## config.mk

```make
export PLATFORM = sky130hd
export DESIGN_NAME = url_xor_codec_flat
export DESIGN_NICKNAME = d
export VERILOG_FILES = /design/src/hdl/uxc_pkg.sv /design/src/hdl/uxc_if.sv /design/src/hdl/uxc_step.sv /design/src/hdl/url_xor_codec.sv /design/src/flat_wrapper.sv
export SDC_FILE = /design/constraint.sdc
export NUM_CORES = 1
export LEC_CHECK = 0
export ABC_AREA = 0
export BUFFER_PORTS_ARGS = -buffer_cell sky130_fd_sc_hd__buf_2
export CORE_AREA = 2 2 149 151
export CTS_BUF_LIST = sky130_fd_sc_hd__clkbuf_4 sky130_fd_sc_hd__clkbuf_8
export CTS_CLUSTER_DIAMETER = 50
export CTS_CLUSTER_SIZE = 20
export DETAILED_ROUTE_END_ITERATION = 6
export DIE_AREA = 0 0 151 153
export SLEW_MARGIN = 5
export SYNTH_ARGS = -nofsm -noshare
export SYNTH_HDL_FRONTEND = slang
export SYNTH_SLANG_ARGS = --single-unit
```

## constraint.sdc

```tcl
create_clock -name clk -period 11.87 [get_ports clk]
set_input_delay 1.187 -clock clk [delete_from_list [all_inputs] [get_ports clk]]
set_output_delay 1.187 -clock clk [all_outputs]
set_load 0.02 [all_outputs]
```

## src/hdl/uxc_pkg.sv

```systemverilog
// Package for the XOR URL codec: shared types, constants and byte helpers.
// Used by uxc_step and url_xor_codec; depends on nothing.
package uxc_pkg;

  localparam int MaxResults = 9;
  localparam int CntW = $clog2(MaxResults + 1);

  localparam logic [7:0] PctChar = 8'h25;
  localparam logic [7:0] TildeChar = 8'h7E;
  localparam logic [7:0] FlipMask = 8'h02;

  typedef enum logic {
    ModeEncode = 1'b0,
    ModeDecode = 1'b1
  } mode_t;

  // Progress of one percent decoder: nothing held, '%' held, '%' and one digit held.
  typedef enum logic [1:0] {
    HoldEmpty = 2'd0,
    HoldPct   = 2'd1,
    HoldDigit = 2'd2
  } hold_t;

  // The first entry of each hold is always '%', so only the digit is kept.
  typedef struct packed {
    logic       odd_position;
    hold_t      first_hold_count;
    logic [7:0] first_hold;
    hold_t      second_hold_count;
    logic [7:0] second_hold;
  } state_t;

  typedef logic [MaxResults-1:0][7:0] res_bytes_t;

  typedef struct packed {
    res_bytes_t      bytes;
    logic [CntW-1:0] count;
    logic            last;
  } result_t;

  function automatic logic plain_byte(input logic [7:0] b);
    return (b >= 8'h41 && b <= 8'h5A) || (b >= 8'h61 && b <= 8'h7A) ||
           (b >= 8'h30 && b <= 8'h39) || b == 8'h2D || b == 8'h5F ||
           b == 8'h2E || b == TildeChar;
  endfunction

  function automatic logic [7:0] hex_digit(input logic [3:0] n);
    return (n < 4'd10) ? (8'h30 + {4'h0, n}) : (8'h37 + {4'h0, n});
  endfunction

  function automatic logic [3:0] hex_value(input logic [7:0] b);
    logic [7:0] v;
    v = 8'h00;
    if (b >= 8'h30 && b <= 8'h39) begin
      v = b - 8'h30;
    end else if (b >= 8'h41 && b <= 8'h46) begin
      v = b - 8'h37;
    end else if (b >= 8'h61 && b <= 8'h66) begin
      v = b - 8'h57;
    end
    return v[3:0];
  endfunction

endpackage

```

## src/hdl/uxc_if.sv

```systemverilog
// Valid/ready channel interfaces for the codec's input and output bytes.
// Standalone; no package needed.
interface uxc_in_if;
  logic       valid;
  logic       ready;
  logic [7:0] in_byte;
  logic       end_of_string;

  modport source (output valid, output in_byte, output end_of_string, input ready);
  modport sink (input valid, input in_byte, input end_of_string, output ready);
endinterface

interface uxc_out_if;
  logic       valid;
  logic       ready;
  logic [7:0] out_byte;
  logic       last_of_string;

  modport source (output valid, output out_byte, output last_of_string, input ready);
  modport sink (input valid, input out_byte, input last_of_string, output ready);
endinterface

```

## src/hdl/uxc_step.sv

```systemverilog
// Single-pass step logic: from one byte and the codec state, the list of
// output bytes and the next state. Depends on uxc_pkg.
module uxc_step import uxc_pkg::*; (
  input  mode_t      mode,
  input  logic [7:0] in_byte,
  input  logic       end_of_string,
  input  state_t     state,
  output state_t     state_next,
  output result_t    result
);

  logic [2:0][7:0] inner;
  logic [1:0]      inner_n;
  logic [7:0]      enc_x;
  res_bytes_t      enc_bytes;
  logic [CntW-1:0] enc_pos;

  logic [2:0][7:0] mid;
  logic [1:0]      mid_n;
  hold_t           fc;
  logic [7:0]      fh;
  hold_t           sc;
  logic [7:0]      sh;
  logic            odd;
  logic [7:0]      dec_y;
  res_bytes_t      dec_bytes;
  logic [CntW-1:0] dec_pos;

  always_comb begin
    inner = '0;
    enc_bytes = '0;
    enc_pos = '0;
    enc_x = '0;
    if (plain_byte(in_byte)) begin
      inner[0] = in_byte;
      inner_n = 2'd1;
    end else begin
      inner[0] = PctChar;
      inner[1] = hex_digit(in_byte[7:4]);
      inner[2] = hex_digit(in_byte[3:0]);
      inner_n = 2'd3;
    end
    for (int k = 0; k < 3; k++) begin
      if (k < int'(inner_n)) begin
        enc_x = inner[k] ^ ((state.odd_position ^ k[0]) ? FlipMask : 8'h00);
        if (plain_byte(enc_x)) begin
          enc_bytes[enc_pos] = enc_x;
          enc_pos = enc_pos + CntW'(1);
        end else begin
          enc_bytes[enc_pos] = PctChar;
          enc_bytes[enc_pos + CntW'(1)] = hex_digit(enc_x[7:4]);
          enc_bytes[enc_pos + CntW'(2)] = hex_digit(enc_x[3:0]);
          enc_pos = enc_pos + CntW'(3);
        end
      end
    end
  end

  always_comb begin
    mid = '0;
    mid_n = 2'd0;
    fc = state.first_hold_count;
    fh = state.first_hold;
    sc = state.second_hold_count;
    sh = state.second_hold;
    odd = state.odd_position;
    dec_y = '0;
    dec_bytes = '0;
    dec_pos = '0;

    unique case (fc)
      HoldEmpty: begin
        if (in_byte == PctChar) begin
          fc = HoldPct;
        end else begin
          mid[0] = in_byte;
          mid_n = 2'd1;
        end
      end
      HoldPct: begin
        fh = in_byte;
        fc = HoldDigit;
      end
      HoldDigit: begin
        mid[0] = {hex_value(fh), hex_value(in_byte)};
        mid_n = 2'd1;
        fc = HoldEmpty;
      end
      default: fc = HoldEmpty;
    endcase

    if (end_of_string) begin
      if (fc != HoldEmpty) begin
        mid[mid_n] = PctChar;
        mid_n = mid_n + 2'd1;
      end
      if (fc == HoldDigit) begin
        mid[mid_n] = fh;
        mid_n = mid_n + 2'd1;
      end
    end

    for (int k = 0; k < 3; k++) begin
      if (k < int'(mid_n)) begin
        dec_y = mid[k] ^ (odd ? FlipMask : 8'h00);
        odd = ~odd;
        unique case (sc)
          HoldEmpty: begin
            if (dec_y == PctChar) begin
              sc = HoldPct;
            end else begin
              dec_bytes[dec_pos] = dec_y;
              dec_pos = dec_pos + CntW'(1);
            end
          end
          HoldPct: begin
            sh = dec_y;
            sc = HoldDigit;
          end
          HoldDigit: begin
            dec_bytes[dec_pos] = {hex_value(sh), hex_value(dec_y)};
            dec_pos = dec_pos + CntW'(1);
            sc = HoldEmpty;
          end
          default: sc = HoldEmpty;
        endcase
      end
    end

    if (end_of_string) begin
      if (sc != HoldEmpty) begin
        dec_bytes[dec_pos] = PctChar;
        dec_pos = dec_pos + CntW'(1);
      end
      if (sc == HoldDigit) begin
        dec_bytes[dec_pos] = sh;
        dec_pos = dec_pos + CntW'(1);
      end
    end
  end

  always_comb begin
    state_next = state;
    result.last = end_of_string;
    if (mode == ModeEncode) begin
      result.bytes = enc_bytes;
      result.count = enc_pos;
      state_next.odd_position = ~state.odd_position;
    end else begin
      result.bytes = dec_bytes;
      result.count = dec_pos;
      state_next.odd_position = odd;
      state_next.first_hold_count = fc;
      state_next.first_hold = fh;
      state_next.second_hold_count = sc;
      state_next.second_hold = sh;
    end
    if (end_of_string) begin
      state_next.odd_position = 1'b0;
      state_next.first_hold_count = HoldEmpty;
      state_next.second_hold_count = HoldEmpty;
    end
  end

endmodule

```

## src/hdl/url_xor_codec.sv

```systemverilog
// Top level of the XOR URL codec: request register, step logic, output buffer.
// Depends on uxc_pkg, uxc_in_if, uxc_out_if and uxc_step.
//
// Requests arrive on the text channel, one byte each, with end_of_string on
// the final byte of a string. Coded bytes leave on the coded channel, with
// last_of_string on the final output byte of a string. The mode register is
// written through cfg_we and cfg_data: 0 encodes, 1 decodes.
// A request is held in an input register, then its whole output list (up to
// nine bytes) is computed at once into a shift buffer that drains one byte
// per cycle while the receiver is ready. The first output byte is shown
// once the request has passed the input register into the buffer. A request
// whose output is one byte sustains one request per cycle while the receiver
// is ready; otherwise the next request waits while the buffer drains.
// A request may be accepted while the buffer still holds bytes; the input
// register waits until the buffer shows its final byte being taken.
// When the receiver stalls, the buffer holds and the input register fills,
// then ready drops. Reset (synchronous, active high) empties both registers,
// clears the codec state and sets encode mode.
module url_xor_codec import uxc_pkg::*; (
  input  logic      clk,
  input  logic      rst,
  input  logic      cfg_we,
  input  logic      cfg_data,
  uxc_in_if.sink    text,
  uxc_out_if.source coded
);

  mode_t           mode;
  logic            held_valid;
  logic [7:0]      held_byte;
  logic            held_end;
  state_t          state;
  state_t          state_next;
  result_t         result;
  res_bytes_t      buf_bytes;
  logic [CntW-1:0] buf_count;
  logic            buf_last;
  logic            pop;
  logic            load;

  uxc_step u_step (
    .mode          (mode),
    .in_byte       (held_byte),
    .end_of_string (held_end),
    .state         (state),
    .state_next    (state_next),
    .result        (result)
  );

  assign pop = coded.valid && coded.ready;
  assign load = held_valid &&
                ((buf_count == '0) || ((buf_count == CntW'(1)) && pop));

  assign text.ready = !held_valid || load;
  assign coded.valid = (buf_count != '0);
  assign coded.out_byte = buf_bytes[0];
  assign coded.last_of_string = buf_last && (buf_count == CntW'(1));

  always_ff @(posedge clk) begin
    if (rst) begin
      mode <= ModeEncode;
      held_valid <= 1'b0;
      state <= '0;
      buf_count <= '0;
    end else begin
      if (cfg_we) begin
        mode <= mode_t'(cfg_data);
      end
      if (text.valid && text.ready) begin
        held_valid <= 1'b1;
      end else if (load) begin
        held_valid <= 1'b0;
      end
      if (load) begin
        state <= state_next;
        buf_count <= result.count;
      end else if (pop) begin
        buf_count <= buf_count - CntW'(1);
      end
    end
  end

  always_ff @(posedge clk) begin
    if (text.valid && text.ready) begin
      held_byte <= text.in_byte;
      held_end <= text.end_of_string;
    end
    if (load) begin
      buf_bytes <= result.bytes;
      buf_last <= result.last;
    end else if (pop) begin
      buf_bytes <= res_bytes_t'(buf_bytes >> 8);
    end
  end

endmodule

```

## src/flat_wrapper.sv

```systemverilog
// flat-port wrapper written by rule: the top's interface ports become plain ports
module url_xor_codec_flat import uxc_pkg::*;
  (clk, rst, cfg_we, cfg_data, text_valid, text_in_byte, text_end_of_string, text_ready, coded_valid, coded_out_byte, coded_last_of_string, coded_ready);
  uxc_in_if text_i ();
  uxc_out_if coded_i ();
  input  logic clk;
  input  logic rst;
  input  logic cfg_we;
  input  logic cfg_data;
  input wire logic [$bits(text_i.valid)-1:0] text_valid;
  input wire logic [$bits(text_i.in_byte)-1:0] text_in_byte;
  input wire logic [$bits(text_i.end_of_string)-1:0] text_end_of_string;
  output wire logic [$bits(text_i.ready)-1:0] text_ready;
  output wire logic [$bits(coded_i.valid)-1:0] coded_valid;
  output wire logic [$bits(coded_i.out_byte)-1:0] coded_out_byte;
  output wire logic [$bits(coded_i.last_of_string)-1:0] coded_last_of_string;
  input wire logic [$bits(coded_i.ready)-1:0] coded_ready;
  assign text_i.valid = text_valid;
  assign text_i.in_byte = text_in_byte;
  assign text_i.end_of_string = text_end_of_string;
  assign text_ready = text_i.ready;
  assign coded_valid = coded_i.valid;
  assign coded_out_byte = coded_i.out_byte;
  assign coded_last_of_string = coded_i.last_of_string;
  assign coded_i.ready = coded_ready;
  url_xor_codec u_core (.clk(clk), .rst(rst), .cfg_we(cfg_we), .cfg_data(cfg_data), .text(text_i), .coded(coded_i));
endmodule
```

==> run_results.csv, run 1 <==
group,metric,value,unit
clock_network,cts_hold_buf,0,
clock_network,clk-insertion-delay-late,0.41,ns
drt,ant_nets,0,
placement,place_congestion,0.957,
floorplanning,floorplan.rows,54,
yosys,synth_compound_gate_area_share,29.0,%
yosys,synth_cells,1154,
yosys,synth_cell_types,103,
clock_network,cts_sinks,109,
floorplanning,die-width,151,um
yosys,synthesis.area,9560,um2
timing,tightest_slew,1.07,ns
timing,timing.final.crit_period,8.04,ns
yosys,synth_xor_xnor_area_share,1.28,%
floorplanning,floorplan.initialDensity,44.5,%
timing,highest_clock_rate,124,MHz
yosys,muxShareOfSynthArea,2.19,%
floorplanning,core_area,21500,um2
placement,dp.final_hpwl,24.5,mm
yosys,synth_top_family_by_area,"compound AO/OA/AOI/OAI gates",
worst_hold_path,holdCritPathClass,"reg2reg",
floorplanning,die_h,153,um
yosys,synth-simple-area-share,23.3,%
timing,maxSlewViolCount,0,
layout,finalNetCount,1193,
layout,n_fill_cell,2128,
clock_network,clk_transition_reported_paths,0.13,ns
pwr,power,1900,uW
layout,final_cell_count_no_fill,1412,
grt,grtUsageTotal,29.1,%
clock_network,post_cts_buffers,0,
yosys,most_area_consuming_cells_after_synthesis,"edfxtp_1 26%, ha_1 6.7%, dfxtp_1 5.7%",
layout,num_antenna_cells,0,
yosys,synth.yosys.seq_area_share,31.4,%
layout,area.growth.synth_to_final,4.41,%
yosys,ys.flop_type,"edfxtp_1",
grt,antenna_violations_before_repair,0,
grt,grt_start_max_net_pins,77,
drt,detail_route.first_pass.iterations,7,
timing,fin_ws,3.83,ns
timing,timing_hold_violations_final,0,
yosys,synth.yosys.warnings,0,
timing,timing.final.crit_share,67.7,%
critical_path,cp.required,12.04,ns
floorplanning,die-area,23100,um2
layout,final_layout_size_suffix_gt1_share,9.98,%
yosys,synth_edf_count,82,
pwr,power_density,190,nW/um2
run,maxCapViolCount,0,
yosys,netlist.top_cell.by_area,"edfxtp_1",
critical_path,worst-endpoint-arrival,8.21,ns
clock_network,clockBufferDepth,2,
layout,mostFrequentLayoutCells,"120 x nand2_1, 102 x nor2_1, 86 x o21ai_0, 82 x edfxtp_1, 78 x a21oi_1",
clock_network,tritoncts,"built",
placement,io_buf_count,25,
placement,place.detailed.instances,1396,
drt,drt-initial-drc-count,1409,
clock_network,cts_buffers,9,
drt,detail_route.wl_per_cell,23.9,um
grt,via_count_of_the_first_global_routing_pass,8604,
drt,avgViaCountPerCell,6.73,
pwr,power.ir.vdd_worst,70.2,uV
critical_path,timing.critical_path.fanout_max,27,
critical_path,worst-r2r-setup-slack,3.83,ns
placement,preCtsSetupSlack,4.05,ns
timing,fin_worst_skew,0.0284,ns
drt,vias,9508,
critical_path,cp-end-kind,"register",
timing,setup_repair_after_global_routing_missed_its_margin,"false",
drt,postRouteWirelength,33.8,mm
layout,mostFrequentLayoutCell,"nand2_1",
yosys,synthAdderAreaFrac,6.68,%
timing,timing.final.setup_violations,0,
yosys,synth_top_cell_area_share,25.8,%
pwr,leakagePower,0.00348,uW
timing,max_slew_margin,27.7,%
critical_path,cp-start-kind,"register",
floorplanning,io_pins,26,
timing,setup_tns,0,ns
clock_network,post_cts_resized,0,
run_status,status,"finished with violations",
clock_network,cts-root-buf,"clkbuf_8",
grt,global_route.overflow_total,0,
clock_network,htree_num_levels,3,
drt,detail_route.drc_violations,2,
yosys,synthesis.nets,1220,
grt,grt_first_pass_wirelength,52.0,mm
critical_path,critPathKind,"reg2reg",
yosys,async_reset_ff_share,0,%
yosys,synth.ff_latch_count,109,
yosys,post_synth.cell_area_avg,8.28,um2
layout,multi_input_comb_area,5980,um2
layout,final-seq-area,3000,um2
run_status,failed_checks,"design-rule violations",
## synth_stat cells, drive strengths merged (27+ instances only)
cell type and count:
buf 28, clkbuf 53, a21oi 80, dfxtp 27, a31oi 30, inv 53
nand3 46, o21ai 94, edfxtp 82, nor3 35, ha 51, nand2 122
nor2 104
## critical path: stages, from the launching register on
cell      delay, ns
edfxtp_1       0.76
inv_1          0.18
ha_1           0.28
or4b_4         0.59
a311oi_4       0.38
a21o_2         0.20
nand4_4        0.38
nand2_1        0.21
xnor2_1        0.27
ha_1           0.25
or4b_2         0.61
nand2_1        0.09
nand2_1        0.05
a41oi_1        0.15
nand3b_1       0.19
a31oi_4        0.18
nor2_8         0.38
inv_2          0.10
ha_1           0.53
nor2_1         0.11
or2_2          0.32
ha_1           0.33
nor3_1         0.51
nor2_1         0.13
and4_1         0.24
a221oi_1       0.26
o21ai_0        0.12
## stage by stage
step	hold WS [ns]	util, %	cell area, um2
after floorplan	0.424	-	9560
after global placement	0.448	45.6	9790
after detailed placement	0.458	45.6	9790
after CTS	0.471	46.4	9980
after global routing	0.518	46.4	9980
final	0.470	46.4	9980
## sequential cells by signal, summed over array words and instances, names as in the netlist
register / count
u_core.buf_count: 4
u_core.coded.out_byte: 8
u_core.held_valid: 1
u_core.held_end: 1
u_core.buf_bytes: 64
u_core.state: 21
u_core.buf_last: 1
u_core.held_byte: 8
u_core.mode: 1
## worst paths after layout
path,start,endpoint,cells past startpoint
setup / recovery,u_core.held_byte[1]$_DFFE_PP_,u_core.buf_bytes[33]$_DFFE_PP_,26
hold / removal,u_core.state[16]$_SDFFE_PP0P_,u_core.state[16]$_SDFFE_PP0P_,2
setup reg to reg,u_core.held_byte[1]$_DFFE_PP_,u_core.buf_bytes[33]$_DFFE_PP_,26
hold reg to reg,u_core.state[16]$_SDFFE_PP0P_,u_core.state[16]$_SDFFE_PP0P_,2
## layer usage
layer / vias up / global-route usage, % / wire, um
li1: 4304 / - / -
met1: 4518 / 43.0 / 15000
met2: 579 / 42.8 / 14500
met3: 107 / 5.04 / 3050
met4: 0 / 9.66 / 1330
met5: - / 0 / 0
## power by group
group	switching [uW]	internal, uW	total [uW]
Clock	155	83.2	239
Combinational	661	315	975
Sequential	62.2	622	684
## layout make-up
class                   count  area share [%]
clock buffers              10            1.32
well taps                 280            3.51
flip-flops and latches    109            30.1
clock inverters             6           0.552
inverters                  53            1.99
repair buffers             43            2.61
multi-input cells         911            59.9
## cell families (layout without fill, tap and decap cells)
kind of cell             Yosys count  count (layout)
AND/OR/NAND/NOR                  433             433
multiplexers                      20              20
flip-flops                       109             109
adder cells (fa/ha/maj)           51              51
other                              1               1
XOR/XNOR                          14              14
buffers and inverters            134             112
AO/OA/AOI/OAI                    392             392
No activity file was read; power rests on OpenSTA's default activity.
==> run 2: changes to the inputs <==
==> constraint.sdc (replaced) <==
create_clock -name clk -period 7.15 [get_ports clk]
set_input_delay 0.715 -clock clk [delete_from_list [all_inputs] [get_ports clk]]
set_output_delay 0.715 -clock clk [all_outputs]
set_load 0.02 [all_outputs]
==> run 2 against run 1 <==
The flow now finishes without violations; global-route usage is 2.2 points higher; sequential share of layout area is 0.67 points lower; cell area is 2.3% higher; clock power is 77% higher; via count increased by 1.9%; cell count up 2.0%; largest cell class unchanged.
==> run_results.csv, run 2 (same netlist as run 1, synthesis figures left out) <==
group,metric,value,unit
critical_path,critPathLaunch,"u_core.held_byte[0]$_DFFE_PP_",
grt,grt_first_pass_wirelength,55.5,mm
clock_network,cts_hold_buf,0,
drt,vias,9684,
layout,mostFrequentLayoutCells,"120 x nand2_1, 102 x nor2_1, 86 x o21ai_0, 82 x edfxtp_1, 78 x a21oi_1",
critical_path,r2r_cells,27,
grt,grt_start_max_net_pins,77,
floorplanning,floorplan.rows,54,
drt,postRouteWirelength,36.1,mm
layout,n_fill_cell,2154,
timing,setup_tns,0,ns
floorplanning,io_pins,26,
timing,maxSlewViolCount,0,
grt,grtUsageTotal,31.3,%
layout,max_flop_register,"u_core.buf_bytes",
drt,avgViaCountPerCell,6.73,
layout,top_registers,"u_core.buf_bytes x64, u_core.state x21",
placement,preCtsSetupSlack,0.604,ns
clock_network,clockBufferDepth,2,
clock_network,post_cts_resized,0,
layout,mostFrequentLayoutCell,"nand2_1",
critical_path,r2r_end,"u_core.buf_bytes[33]$_DFFE_PP_",
floorplanning,floorplan.initialDensity,44.5,%
critical_path,cp.required,7.32,ns
run,maxCapViolCount,0,
clock_network,clk-insertion-delay-late,0.42,ns
timing,tightest_slew,1.05,ns
clock_network,post_cts_buffers,0,
pwr,internal_power,1730,uW
pwr,leakagePower,0.00363,uW
pwr,switching_power,1510,uW
drt,detail_route.wl_per_cell,25.1,um
run_status,status,"complete, no violations",
critical_path,timing.critical_path.fanout_max,14,
layout,num_antenna_cells,0,
clock_network,clk_transition_reported_paths,0.14,ns
pwr,seqPwrFrac,35.1,%
clock_network,cts-root-buf,"clkbuf_8",
timing,timing.final.setup_violations,0,
critical_path,critPathKind,"reg2reg",
pwr,switching_power_share_of_the_total,46.6,%
critical_path,cp-end-kind,"register",
timing,timing.final.crit_period,6.63,ns
layout,finish.utilization,47.5,%
pwr,power_density,317,nW/um2
drt,detail_route.first_pass.iterations,6,
pwr,clock_power_share,13.1,%
drt,drt-initial-drc-count,1404,
clock_network,tritoncts,"built",
layout,finalNetCount,1221,
pwr,power,3240,uW
timing,timing_hold_violations_final,0,
clock_network,cts_sinks,109,
layout,area.growth.synth_to_final,6.78,%
clock_network,cts_buffers,9,
pwr,power.ir.vdd_worst,153,uV
critical_path,timing.critical_path.to,"u_core.buf_bytes[33]$_DFFE_PP_",
drt,detail_route.drc_violations,0,
placement,place_congestion,0.989,
timing,highest_clock_rate,151,MHz
timing,setup_repair_after_global_routing_missed_its_margin,"false",
timing,fin_ws,0.515,ns
critical_path,cp-start-kind,"register",
critical_path,worst-r2r-setup-slack,0.52,ns
layout,final_layout_size_suffix_gt1_share,12.2,%
timing,timing.final.crit_share,92.8,%
clock_network,htree_num_levels,3,
layout,largest_register_ffs,64,
timing,max_slew_margin,29.2,%
drt,ant_nets,0,
worst_hold_path,holdCritPathClass,"in2reg",
grt,global_route.overflow_total,0,
placement,io_buf_count,25,
grt,antenna_violations_before_repair,0,
timing,fin_worst_skew,0.0221,ns
floorplanning,die-area,23100,um2
floorplanning,die_h,153,um
grt,via_count_of_the_first_global_routing_pass,8968,
critical_path,worst_r2r_startpoint,"u_core.held_byte[0]$_DFFE_PP_",
pwr,share_comb_of_total_power,51.8,%
layout,final_cell_count_no_fill,1440,
critical_path,worst-endpoint-arrival,6.80,ns
placement,place.detailed.instances,1424,
placement,dp.final_hpwl,26.6,mm
floorplanning,die-width,151,um
floorplanning,core_area,21500,um2
[run 2: area by class of cell]
cell class	count	area, um2	area share [%]
multi-input combinational	911	5980	58.6
tap	280	350	3.43
clock buffer	9	124	1.21
timing repair buffer	71	470	4.61
clock inverter	7	80.1	0.785
sequential	109	3000	29.4
inverter	53	199	1.95
[run 2: routing by layer]
layer	global-route usage, %	wire [um]	vias up
li1	-	-	4357
met1	45.3	15500	4627
met2	48.4	16100	592
met3	3.82	3150	108
met4	10.4	1380	0
met5	0	0	-
[run 2: worst min-delay path by stage]
stage                                       start                            end  slack (ns)  cells after the start
floorplan               u_core.held_end$_DFFE_PP_      u_core.buf_last$_DFFE_PP_        0.42                      0
global placement    u_core.state[15]$_SDFFE_PP0P_  u_core.state[15]$_SDFFE_PP0P_        0.45                      2
detailed placement  u_core.state[15]$_SDFFE_PP0P_  u_core.state[15]$_SDFFE_PP0P_        0.45                      2
CTS                            text_end_of_string      u_core.held_end$_DFFE_PP_        0.45                      1
global route                   text_end_of_string      u_core.held_end$_DFFE_PP_        0.46                      1
finish                         text_end_of_string      u_core.held_end$_DFFE_PP_        0.46                      1
[run 2: worst max-delay path: stages (launching register included)]
cell	delay, ns
edfxtp_1	0.53
inv_1	0.12
ha_1	0.27
or4b_4	0.53
a311oi_4	0.39
a21o_2	0.21
nand4_4	0.25
nand2_1	0.17
xnor2_1	0.24
ha_1	0.24
or4b_2	0.60
nand2_1	0.09
nand2_1	0.05
a41oi_1	0.13
nand3b_1	0.17
a31oi_4	0.18
nor2_8	0.14
inv_2	0.06
ha_1	0.30
nor2_1	0.06
or2_2	0.31
ha_1	0.34
nor3_1	0.18
buf_4	0.17
nor2_1	0.05
and4_1	0.20
a221oi_1	0.28
o21ai_0	0.13
[run 2: power groups by stage]
stage	Combinational, uW	Clock [uW]	Sequential, uW
2_1_floorplan	1170	0	1110
3_3_place_gp	1640	0	1140
3_5_place_dp	1630	0	1150
4_1_cts	1640	420	1130
5_1_grt	1820	442	1160
6_report	1680	423	1140
[run 2: stage by stage]
stage | cell area (um2) | hold WS, ns
final | 10200 | 0.459
after global routing | 10200 | 0.459
after CTS | 10200 | 0.453
after detailed placement | 10000 | 0.454
after global placement | 10000 | 0.447
after floorplan | 9560 | 0.424
==> run 3: changes to the inputs <==
--- a/config.mk
+++ b/config.mk
@@ -7,12 +7,13 @@
 export LEC_CHECK = 0
 export ABC_AREA = 0
 export BUFFER_PORTS_ARGS = -buffer_cell sky130_fd_sc_hd__buf_2
-export CORE_AREA = 2 2 149 151
+export CORE_AREA = 2 2 135 137
 export CTS_BUF_LIST = sky130_fd_sc_hd__clkbuf_4 sky130_fd_sc_hd__clkbuf_8
 export CTS_CLUSTER_DIAMETER = 50
-export CTS_CLUSTER_SIZE = 20
 export DETAILED_ROUTE_END_ITERATION = 6
-export DIE_AREA = 0 0 151 153
+export DIE_AREA = 0 0 137 139
+export PLACE_DENSITY = 0.74
+export RECOVER_POWER = 100
 export SLEW_MARGIN = 5
 export SYNTH_ARGS = -nofsm -noshare
 export SYNTH_HDL_FRONTEND = slang
==> run 3 against run 2 <==
The flow now finishes with violations (max-capacitance violations, max-slew violations); global-route usage rose by 4.6 points; first-iteration DRC count shrank 1.1%; die area decreased by 18%; clock skew up 0.0049 ns; worst hold slack better by 0.0098 ns; clock power rose by 5.4%; via count is 0.52% higher; flip-flop and latch count unchanged; routed wire length shrank 5.5%; largest power group unchanged.
==> run_results.csv, run 3 (same netlist as run 1, synthesis figures left out) <==
group,metric,value,unit
run_status,status,"finished with violations",
run_status,failed_checks,"max-capacitance violations, max-slew violations",
layout,area.growth.synth_to_final,5.43,%
worst_hold_path,holdCritStartpoint,"text_end_of_string",
placement,detailed_place.area,9890,um2
pwr,share_comb_of_total_power,50.6,%
timing,timing_hold_violations_final,0,
critical_path,worst-endpoint-arrival,6.97,ns
drt,vias,9734,
clock_network,clk-insertion-delay-late,0.42,ns
critical_path,crit_family,"simple AND/OR/NAND/NOR gates",
clock_network,cts_sinks,109,
pwr,switching_power_share_of_the_total,45.6,%
layout,final_area,10100,um2
layout,mostFrequentLayoutCell,"nand2_1",
critical_path,worst-r2r-setup-slack,0.43,ns
placement,io_buf_count,25,
timing,timing.final.crit_period,6.72,ns
timing,timing.final.setup_violations,0,
grt,grt_first_pass_wirelength,52.6,mm
clock_network,post_cts_buffers,0,
timing,fin_worst_skew,0.0270,ns
grt,antenna_violations_before_repair,0,
critical_path,critPathKind,"reg2reg",
layout,max_flop_register,"u_core.buf_bytes",
clock_network,cts_hold_buf,0,
clock_network,cts-root-buf,"clkbuf_8",
layout,largest_register_ffs,64,
pwr,internal_power,1770,uW
grt,global_route.overflow_total,0,
pwr,clock_power_share,13.7,%
timing,highest_clock_rate,149,MHz
timing,timing.final.crit_share,94.0,%
pwr,power_density,323,nW/um2
critical_path,cp-end-kind,"register",
clock_network,clk_transition_reported_paths,0.13,ns
clock_network,post_cts_resized,0,
layout,num_antenna_cells,0,
timing,maxSlewViolCount,120,
timing,setup_repair_after_global_routing_missed_its_margin,"false",
worst_hold_path,whs_path_depth,1,
drt,postRouteWirelength,34.1,mm
clock_network,tritoncts,"built",
floorplanning,io_pins,26,
floorplanning,floorplan.initialDensity,54.1,%
critical_path,timing.critical_path.slowest_cell_delay,0.60,ns
layout,top_registers,"u_core.buf_bytes x64, u_core.state x21",
clock_network,cts_buffers,9,
clock_network,htree_num_levels,3,
timing,max_slew_margin,-182,%
critical_path,critPathBufInv,2,
placement,dp.final_hpwl,25.1,mm
drt,ant_nets,0,
clock_network,clockBufferDepth,2,
grt,via_count_of_the_first_global_routing_pass,8965,
critical_path,timing.critical_path.fanout_max,14,
drt,drt-initial-drc-count,1388,
pwr,seqPwrFrac,35.7,%
run,maxCapViolCount,2,
pwr,leakagePower,0.00355,uW
pwr,power.ir.vdd_worst,369,uV
worst_hold_path,holdCritPathClass,"in2reg",
floorplanning,die-width,137,um
grt,grt_start_max_net_pins,77,
worst_hold_path,worst_hold_path.endpoint,"u_core.held_end$_DFFE_PP_",
placement,place_congestion,1.07,
pwr,switching_power,1490,uW
layout,n_fill_cell,1652,
floorplanning,die-area,19000,um2
floorplanning,core_area,17700,um2
critical_path,r2r_cells,27,
drt,avgViaCountPerCell,7.04,
drt,detail_route.first_pass.iterations,6,
critical_path,worst_r2r_startpoint,"u_core.held_byte[0]$_DFFE_PP_",
timing,setup_tns,0,ns
critical_path,r2r_end,"u_core.buf_bytes[49]$_DFFE_PP_",
layout,mostFrequentLayoutCells,"122 x nand2_1, 102 x nor2_1, 90 x o21ai_0, 82 x edfxtp_1, 79 x a21oi_1",
timing,tightest_slew,4.24,ns
layout,finalNetCount,1215,
critical_path,critical-path-slowest-cell,"or4b_2",
drt,detail_route.wl_per_cell,24.7,um
grt,grtUsageTotal,35.9,%
layout,final_layout_size_suffix_gt1_share,9.88,%
drt,detail_route.drc_violations,0,
floorplanning,floorplan.rows,49,
floorplanning,die_h,139,um
critical_path,cp.required,7.40,ns
critical_path,cp-start-kind,"register",
run 3: changes by cell type in the layout (fill, tap and decap cells not counted), moves of 4 or more:
cell | previous run | this run
buf_2 | 25 | 14
buf_4 | 46 | 35
clkbuf_1 | 0 | 16
o21ai_0 | 86 | 90
o21ai_1 | 8 | 4
run 3: final cells by class:
class	instances	area, um2	area share, %
clock buffers	9	124	1.23
clock inverters	7	103	1.02
inverters	53	199	1.97
multi-input cells	911	5970	59.2
flip-flops and latches	109	3000	29.8
well taps	229	287	2.84
repair buffers	65	393	3.90
run 3: metrics by stage:
step / utilization (%) / cells / worst slack (ns) / hold slack, ns / total power [uW]
after floorplan: - / 1154 / 0.373 / 0.424 / 2280
after global placement: 56.0 / 1367 / 0.688 / 0.449 / 2750
after detailed placement: 56.0 / 1367 / 0.467 / 0.454 / 2760
after CTS: 57.3 / 1383 / 0.422 / 0.465 / 3200
after global routing: 57.1 / 1383 / 0.0289 / 0.455 / 3430
final: 57.1 / 1383 / 0.430 / 0.469 / 3260
run 3: power groups by stage:
stage	Combinational, uW	Sequential, uW	Clock (uW)
CTS	1610	1140	446
global route	1770	1180	473
floorplan	1170	1110	0
detailed placement	1610	1150	0
global placement	1600	1150	0
finish	1650	1160	446
run 3: layer usage:
metal  GRT usage [%]  wire (um)
met5               0          0
met4            16.8       1650
met3            7.05       3950
met2            53.2      14600
met1            50.3      13900
run 3: worst max path at each step:
stage | to | depth (start not counted) | start | slack (ns)
2_1_floorplan | u_core.buf_bytes[33]$_DFFE_PP_ | 28 | u_core.held_byte[1]$_DFFE_PP_ | 0.37
3_3_place_gp | u_core.buf_bytes[49]$_DFFE_PP_ | 27 | u_core.held_byte[0]$_DFFE_PP_ | 0.69
3_5_place_dp | u_core.buf_bytes[49]$_DFFE_PP_ | 27 | u_core.held_byte[0]$_DFFE_PP_ | 0.47
4_1_cts | u_core.buf_bytes[49]$_DFFE_PP_ | 27 | u_core.held_byte[0]$_DFFE_PP_ | 0.42
5_1_grt | u_core.buf_bytes[49]$_DFFE_PP_ | 27 | u_core.held_byte[0]$_DFFE_PP_ | 0.03
6_report | u_core.buf_bytes[49]$_DFFE_PP_ | 27 | u_core.held_byte[0]$_DFFE_PP_ | 0.43
